--- config.mk ---
export PLATFORM = sky130hd
export DESIGN_NAME = channel_mask_pixel_converter
export DESIGN_NICKNAME = d
export VERILOG_FILES = /design/src/cmpc_pkg.sv /design/src/cmpc_cfg.sv /design/src/cmpc_extract.sv /design/src/cmpc_place.sv /design/src/channel_mask_pixel_converter.sv
export VERILOG_INCLUDE_DIRS = /design/src /design/src/src
export SDC_FILE = /design/constraint.sdc
export NUM_CORES = 2
export LEC_CHECK = 0
export BUFFER_PORTS_ARGS = -buffer_cell sky130_fd_sc_hd__buf_2
export CAP_MARGIN = 5
export CELL_PAD_IN_SITES_DETAIL_PLACEMENT = 0
export CELL_PAD_IN_SITES_GLOBAL_PLACEMENT = 1
export CORE_UTILIZATION = 47
export CTS_CLUSTER_SIZE = 12
export DETAILED_ROUTE_END_ITERATION = 16
export PLACE_DENSITY = 0.86
export SYNTH_ARGS = -nofsm -noshare
export SYNTH_HDL_FRONTEND = slang
export SYNTH_SLANG_ARGS = --single-unit
--- constraint.sdc ---
create_clock -name clk -period 12.85 [get_ports clk]
set_clock_uncertainty 0.2 [all_clocks]
set_input_delay 1.285 -clock clk [delete_from_list [all_inputs] [get_ports clk]]
set_output_delay 1.285 -clock clk [all_outputs]
set_load 0.02 [all_outputs]
--- src/channel_mask_pixel_converter_assert.svh ---
// Assertion macros shared by the channel mask pixel converter RTL.
`ifndef CHANNEL_MASK_PIXEL_CONVERTER_ASSERT_SVH
`define CHANNEL_MASK_PIXEL_CONVERTER_ASSERT_SVH

// same-cycle implication
`define CMPC_ASSERT_IMPL(label, clk, rst, ante, cons, msg) \
  label: assert property (@(posedge clk) disable iff (rst) (ante) |-> (cons)) \
    else $error(msg);

// next-cycle implication
`define CMPC_ASSERT_NEXT(label, clk, rst, ante, cons, msg) \
  label: assert property (@(posedge clk) disable iff (rst) (ante) |=> (cons)) \
    else $error(msg);

`endif

--- src/cmpc_pkg.sv ---
// Types, constants and mask decode function for the channel mask pixel converter.
package cmpc_pkg;

  localparam int NUM_CHAN   = 4;
  localparam int CHAN_ALPHA = 3;
  localparam int FULL_WIDTH = 8;
  localparam logic [31:0] ALPHA_MAX = 32'd255;

  localparam logic [31:0] DEF_MASK_RED   = 32'h0000_00FF;
  localparam logic [31:0] DEF_MASK_GREEN = 32'h0000_FF00;
  localparam logic [31:0] DEF_MASK_BLUE  = 32'h00FF_0000;
  localparam logic [31:0] DEF_MASK_ALPHA = 32'hFF00_0000;

  typedef enum logic [2:0] {
    REG_SRC_RED   = 3'd0,
    REG_SRC_GREEN = 3'd1,
    REG_SRC_BLUE  = 3'd2,
    REG_SRC_ALPHA = 3'd3,
    REG_DST_RED   = 3'd4,
    REG_DST_GREEN = 3'd5,
    REG_DST_BLUE  = 3'd6,
    REG_DST_ALPHA = 3'd7
  } reg_index_t;

  typedef struct packed {
    logic [4:0] pos;
    logic [3:0] shortfall;
  } chan_shift_t;

  typedef struct packed {
    logic [NUM_CHAN-1:0][31:0] src_mask;
    chan_shift_t [NUM_CHAN-1:0] src;
    chan_shift_t [NUM_CHAN-1:0] dst;
  } cfg_t;

  typedef struct packed {
    logic [NUM_CHAN-1:0][31:0] chan;
    logic                      mode;
  } ext_t;

  // lowest set bit and 8 minus the set span, saturated
  function automatic chan_shift_t mask_decode(input logic [31:0] m);
    logic [4:0] lo;
    logic [4:0] hi;
    logic [5:0] span;
    chan_shift_t r;
    lo = '0;
    hi = '0;
    for (int i = 31; i >= 0; i--) begin
      if (m[i]) lo = 5'(i);
    end
    for (int i = 0; i < 32; i++) begin
      if (m[i]) hi = 5'(i);
    end
    span = {1'b0, hi} - {1'b0, lo} + 6'd1;
    r.pos = lo;
    if (m == '0) begin
      r.shortfall = 4'(FULL_WIDTH);
    end else if (span >= 6'(FULL_WIDTH)) begin
      r.shortfall = '0;
    end else begin
      r.shortfall = 4'(6'(FULL_WIDTH) - span);
    end
    return r;
  endfunction

endpackage

--- src/cmpc_cfg.sv ---
// Mask registers, decoded to positions and shortfalls as they are written.
module cmpc_cfg (
  input  logic                   clk,
  input  logic                   rst,
  input  logic                   cfg_we,
  input  cmpc_pkg::reg_index_t   cfg_index,
  input  logic [31:0]            cfg_data,
  output cmpc_pkg::cfg_t         cfg
);
  import cmpc_pkg::*;

  chan_shift_t wr_shift;

  assign wr_shift = mask_decode(cfg_data);

  always_ff @(posedge clk) begin
    if (rst) begin
      cfg.src_mask[0] <= DEF_MASK_RED;
      cfg.src_mask[1] <= DEF_MASK_GREEN;
      cfg.src_mask[2] <= DEF_MASK_BLUE;
      cfg.src_mask[3] <= DEF_MASK_ALPHA;
      cfg.src[0]      <= mask_decode(DEF_MASK_RED);
      cfg.src[1]      <= mask_decode(DEF_MASK_GREEN);
      cfg.src[2]      <= mask_decode(DEF_MASK_BLUE);
      cfg.src[3]      <= mask_decode(DEF_MASK_ALPHA);
      cfg.dst[0]      <= mask_decode(DEF_MASK_RED);
      cfg.dst[1]      <= mask_decode(DEF_MASK_GREEN);
      cfg.dst[2]      <= mask_decode(DEF_MASK_BLUE);
      cfg.dst[3]      <= mask_decode(DEF_MASK_ALPHA);
    end else if (cfg_we) begin
      case (cfg_index)
        REG_SRC_RED: begin
          cfg.src_mask[0] <= cfg_data;
          cfg.src[0]      <= wr_shift;
        end
        REG_SRC_GREEN: begin
          cfg.src_mask[1] <= cfg_data;
          cfg.src[1]      <= wr_shift;
        end
        REG_SRC_BLUE: begin
          cfg.src_mask[2] <= cfg_data;
          cfg.src[2]      <= wr_shift;
        end
        REG_SRC_ALPHA: begin
          cfg.src_mask[3] <= cfg_data;
          cfg.src[3]      <= wr_shift;
        end
        REG_DST_RED:   cfg.dst[0] <= wr_shift;
        REG_DST_GREEN: cfg.dst[1] <= wr_shift;
        REG_DST_BLUE:  cfg.dst[2] <= wr_shift;
        REG_DST_ALPHA: cfg.dst[3] <= wr_shift;
        default: ;
      endcase
    end
  end

endmodule

--- src/cmpc_extract.sv ---
// Input register and channel extraction stage: mask, shift down, left-align.
module cmpc_extract (
  input  logic           clk,
  input  logic           rst,
  input  logic           in_valid,
  output logic           in_ready,
  input  logic [31:0]    in_pixel,
  input  logic           in_mode,
  input  cmpc_pkg::cfg_t cfg,
  output logic           ext_valid,
  output cmpc_pkg::ext_t ext,
  input  logic           ext_ready
);
  import cmpc_pkg::*;

  logic        hold_valid;
  logic [31:0] hold_pixel;
  logic        hold_mode;
  logic        advance;
  ext_t        ext_next;

  assign advance  = !ext_valid || ext_ready;
  assign in_ready = !hold_valid || advance;

  always_comb begin
    ext_next.mode = hold_mode;
    for (int c = 0; c < NUM_CHAN; c++) begin
      ext_next.chan[c] = ((hold_pixel & cfg.src_mask[c]) >> cfg.src[c].pos)
                         << cfg.src[c].shortfall;
    end
  end

  always_ff @(posedge clk) begin
    if (rst) begin
      hold_valid <= 1'b0;
      ext_valid  <= 1'b0;
    end else begin
      if (in_ready) hold_valid <= in_valid;
      if (advance)  ext_valid  <= hold_valid;
    end
  end

  always_ff @(posedge clk) begin
    if (in_valid && in_ready) begin
      hold_pixel <= in_pixel;
      hold_mode  <= in_mode;
    end
    if (advance && hold_valid) ext <= ext_next;
  end

endmodule

--- src/cmpc_place.sv ---
// Alpha inversion, destination placement, channel sum and output register.
module cmpc_place (
  input  logic           clk,
  input  logic           rst,
  input  logic           ext_valid,
  output logic           ext_ready,
  input  cmpc_pkg::ext_t ext,
  input  cmpc_pkg::cfg_t cfg,
  output logic           out_valid,
  input  logic           out_ready,
  output logic [31:0]    out_pixel
);
  import cmpc_pkg::*;

  logic [31:0] sum_next;
  logic [31:0] v;

  assign ext_ready = !out_valid || out_ready;

  always_comb begin
    sum_next = '0;
    v        = '0;
    for (int c = 0; c < NUM_CHAN; c++) begin
      v = ext.chan[c];
      if (c == CHAN_ALPHA && ext.mode) v = ALPHA_MAX - v;
      v = (v >> cfg.dst[c].shortfall) << cfg.dst[c].pos;
      sum_next = sum_next + v;
    end
  end

  always_ff @(posedge clk) begin
    if (rst) begin
      out_valid <= 1'b0;
    end else if (ext_ready) begin
      out_valid <= ext_valid;
    end
  end

  always_ff @(posedge clk) begin
    if (ext_valid && ext_ready) out_pixel <= sum_next;
  end

endmodule

--- src/channel_mask_pixel_converter.sv ---
// Top level of the channel mask pixel converter.
// Converts 32-bit pixels between two layouts, each given by four channel masks.
// Input channel s_axis: tdata carries the source pixel, tuser the alpha mode
// (1 inverts alpha as 255 minus value). Output channel m_axis: tdata carries
// the converted pixel, one output transaction per input transaction, in order.
// Masks are written through cfg_we/cfg_index/cfg_data (index 0..3 source red,
// green, blue, alpha; 4..7 destination); write them only while no pixel is in
// flight. Positions and shortfalls are decoded as the mask is written.
// An accepted pixel passes the input register, the extract register and the
// output register in that order before m_axis_tvalid rises. Throughput: one
// pixel per cycle; the three registers each advance when the stage after them
// is empty or moving.
// Reset empties the pipeline and loads the 8-bit RGBA masks (red lowest).
// When the receiver stalls, the output holds and up to two further pixels
// are taken before s_axis_tready drops.
module channel_mask_pixel_converter (
  input  logic        clk,
  input  logic        rst,
  input  logic        s_axis_tvalid,
  output logic        s_axis_tready,
  input  logic [31:0] s_axis_tdata,   // [31:0] pixel_in
  input  logic        s_axis_tuser,   // [0] mode
  output logic        m_axis_tvalid,
  input  logic        m_axis_tready,
  output logic [31:0] m_axis_tdata,   // [31:0] pixel_out
  input  logic        cfg_we,
  input  logic [2:0]  cfg_index,
  input  logic [31:0] cfg_data
);
  import cmpc_pkg::*;

  cfg_t cfg;
  logic ext_valid;
  logic ext_ready;
  ext_t ext;

  cmpc_cfg u_cfg (
    .clk       (clk),
    .rst       (rst),
    .cfg_we    (cfg_we),
    .cfg_index (reg_index_t'(cfg_index)),
    .cfg_data  (cfg_data),
    .cfg       (cfg)
  );

  cmpc_extract u_extract (
    .clk       (clk),
    .rst       (rst),
    .in_valid  (s_axis_tvalid),
    .in_ready  (s_axis_tready),
    .in_pixel  (s_axis_tdata),
    .in_mode   (s_axis_tuser),
    .cfg       (cfg),
    .ext_valid (ext_valid),
    .ext       (ext),
    .ext_ready (ext_ready)
  );

  cmpc_place u_place (
    .clk       (clk),
    .rst       (rst),
    .ext_valid (ext_valid),
    .ext_ready (ext_ready),
    .ext       (ext),
    .cfg       (cfg),
    .out_valid (m_axis_tvalid),
    .out_ready (m_axis_tready),
    .out_pixel (m_axis_tdata)
  );

`include "channel_mask_pixel_converter_assert.svh"

  `CMPC_ASSERT_NEXT(a_latency, clk, rst,
    s_axis_tvalid && s_axis_tready ##1 m_axis_tready ##1 m_axis_tready,
    m_axis_tvalid, "pixel did not reach output in three cycles")

  `CMPC_ASSERT_IMPL(a_ready_when_empty, clk, rst, !ext_valid, s_axis_tready,
    "input stalled with empty extract stage")

  `CMPC_ASSERT_NEXT(a_zero_mask, clk, rst,
    cfg_we && cfg_index == REG_SRC_RED && cfg_data == '0,
    cfg.src[0].pos == '0 && cfg.src[0].shortfall == 4'(FULL_WIDTH),
    "zero mask decoded wrongly")

endmodule

==> metrics <==
share of async-settable or async-resettable flops after synthesis 0%; first-pass GRT wire length around 200 mm; post-route ant nets 0; final max-slew violation count 0; detailed placement HPWL around 99 mm; Cells after Synth 5,378; fin crit share 63.40%; r2r startpoint u_extract.ext[105]; chip height around 300 um; post-CTS setup buffer count 0; CTS Root Cell clkbuf_16; reg2reg end u_place.out_pixel[31]; CTS tree done; # resized after CTS 0; nets 5,279; min-delay worst type flop to flop; routed len/inst 20.80 um; crit-path most repeated cell mux2_2; Core Rows 109; delay-heaviest family, CP simple AND/OR/NAND/NOR gates; netlist area before placement 42,500 um2; I/O pin count 107; largest stage delay on the critical path 0.79 ns; Critical Path AT 8.30 ns; yosys warns 0; CTS Buffer Depth 3; Overall Power 4.017 mW; Initial DRC Count around 3,500; non-filler cells, final about 6,300; DRT Pass-1 Iters 6; Net Sw Frac around 34%; Fillers 8,708; area post-placement 43,190 um2; Hold Buf Count CTS 0; Synth area leaders mux2i_1 (17%), edfxtp_1 (14%), dfxtp_1 (9.6%); hold path start u_extract.hold_mode; slowest cell on the critical path nor2b_1; fmax 0.1227 GHz; Int Pwr 2.663 mW; syn avg cell area 7.902 um2; Sw Pwr 1.354 mW; Routability Congestion 0.9665; Die ar. 91,630 um2; minimum clock period 8.147 ns; Final Hold Vio Count 0; top cell type's share of synthesized area 16.82%; Main synth FF type dfxtp_1; PortBufs about 110; Synth cell types 89; CTS sink cnt 397; Worst R2R Path Depth 23; core area 88,920 um2; Max-Cap Viols 0; Worst-Skew Late Latency 0.64 ns; share of cells above drive strength 1 11.94%; via-per-instance ratio 6.145; largest net degree at the start of global routing 128; most frequent cells in the layout nand2_1 (781), mux2i_1 (714), nor2_1 (525); GRT overflow 0; crit path launch type flop; fin area 44,810 um2; Residual DRC 0; syn nets 5,556; endpoints failing setup 0; CP Class flop to flop; EDFF count, synth 194; Critical Path RT 13.00 ns; VDD IR max 0.1001 mV; proportion of power drawn by flip-flops and latches 37.3%; power density over the cells 89.65 nW/um2; Worst Setup End Kind flop; CP bufs+invs 1; RSZ-0062 raised after global routing false; r2r setup slk 4.70 ns; most common cell after layout, fill and taps aside nand2_1; WL final 131.2 mm; CP max FO 15; Clock H-tree levels 2; Slew HR 22.23%; via count 38,760; Clk pin slew, worst setup/hold paths 0.07 ns; Die X 302.7 um; register area share after synthesis 23.27%; Logic pwr share between 20% and 30%; total CTS buffers 49; Initial Util 47.80%; post-synth top area cell mux2i_1; P_leak 16.48 nW; Least-Margin Pin Slew about 1.2 ns; Area Growth Syn to Fin 5.429%; antenna violations before repair 4; Hold Crit Depth 0; outcome complete, no violations; synthesis-stage register bit count 397; vias in the first global route ~35,000; Inst Count DP approximately 6,200; Hold Path End u_extract.ext[0]; setup_tns 0 ns; critical path, cell by cell inv_1 -> ha_1 -> nor2b_1 -> nand4_1 -> mux2_2 -> a21oi_1 -> nor4b_1 -> nand2_1 -> mux2_2 -> mux4_2 -> mux2_2 -> mux2i_1 -> and2_1 -> fa_1 -> ha_1 -> a2111oi_0 -> a21oi_1 -> nor2_1 -> o211ai_1 -> a31oi_1 -> o31ai_1 -> a311oi_1 -> xnor3_1; Global Route Usage Sum 27.93%; fraction of power consumed by the clock network about a third
-- worst max path at each step --
stage	start	end	slack [ns]	cells after the start
floorplan	m_axis_tready	u_extract.ext[0]	1.14	2
global placement	u_extract.ext[105]	u_place.out_pixel[31]	4.90	23
detailed placement	u_extract.ext[105]	u_place.out_pixel[31]	4.81	23
CTS	u_extract.ext[105]	u_place.out_pixel[31]	4.76	23
global route	u_extract.ext[106]	u_place.out_pixel[31]	4.16	23
finish	u_extract.ext[105]	u_place.out_pixel[31]	4.70	23
-- area by class of cell --
| cell class | count | area (um2) | area share [%] |
|---|---|---|---|
| inverter | 155 | 581.8 | 1.298 |
| antenna | 1 | 2.502 | 0.005585 |
| sequential | 397 | 9911 | 22.12 |
| clock buffer | 62 | 1305 | 2.913 |
| clock inverter | 30 | 310.3 | 0.6925 |
| timing repair buffer | 177 | 1070 | 2.388 |
| multi-input combinational | 4321 | 30170 | 67.33 |
| tap | 1165 | 1458 | 3.253 |
-- power by group through the flow --
| stage | Combinational [mW] | Sequential [mW] | Clock [mW] |
|---|---|---|---|
| 5_1_grt | 1.24 | 1.50 | 1.46 |
| 2_1_floorplan | 0.836 | 1.49 | 0 |
| 3_5_place_dp | 1.11 | 1.52 | 0 |
| 4_1_cts | 1.11 | 1.50 | 1.41 |
| 3_3_place_gp | 1.09 | 1.52 | 0 |
| 6_report | 1.13 | 1.50 | 1.39 |
-- synth_stat cells, types with 67 or more instances --
cell      number
a211oi_1      85
a21oi_1      470
buf_1         84
clkbuf_1     401
dfxtp_1      203
edfxtp_1     194
inv_1        135
mux2_2       153
mux2i_1      714
mux4_2       125
nand2_1      781
nand2b_1      67
nand3_1      166
nor2_1       527
nor3_1        80
o21ai_0      385
-- cell families (layout without fill, tap and decap cells) --
family                   Yosys count  after routing  share of synthesized area [%]
flip-flops                       397            397                          23.27
AO/OA/AOI/OAI                   1330           1330                          19.04
adder cells (fa/ha/maj)          105            105                          4.204
AND/OR/NAND/NOR                 1841           1841                          18.94
XOR/XNOR                          53             53                          1.125
multiplexers                     992            992                          27.49
other                              0              1                              0
buffers and inverters            660            424                          5.923
-- registers in the layout, indices dropped and copies added, names as in the netlist --
signal                cells
u_cfg.cfg               200
u_extract.ext           129
u_extract.ext_valid       1
u_extract.hold_mode       1
u_extract.hold_pixel     32
u_extract.hold_valid      1
u_place.out_pixel        32
u_place.out_valid         1
-- per-layer routing --
metal | GRT usage [%] | up-vias | routed length, um
li1 | - | 18920 | -
met4 | 10.83 | 6 | 5232
met3 | 2.814 | 232 | 6764
met1 | 39.40 | 18360 | 60300
met5 | 0 | - | 35
met2 | 43.95 | 1242 | 58870
-- worst reg2reg max path: cells and delay by family (launching register included) --
kind,cells,cell delay (ns)
XOR/XNOR,1,0.43
multiplexers,5,1.72
adder cells (fa/ha/maj),3,0.99
AO/OA/AOI/OAI,7,1.51
AND/OR/NAND/NOR,6,2.43
flip-flops,1,0.49
buffers and inverters,1,0.10
-- metrics by stage --
step | util, % | setup WS [ns] | hold slack [ns]
after global routing | 50.39 | 4.158 | 0.2427
final | 50.39 | 4.703 | 0.2201
after detailed placement | 48.57 | 4.807 | 0.2057
after CTS | 50.39 | 4.756 | 0.2196
after floorplan | - | 1.138 | 0.2003
after global placement | 48.57 | 4.903 | 0.2012
No activity file was read; power rests on OpenSTA's default activity.
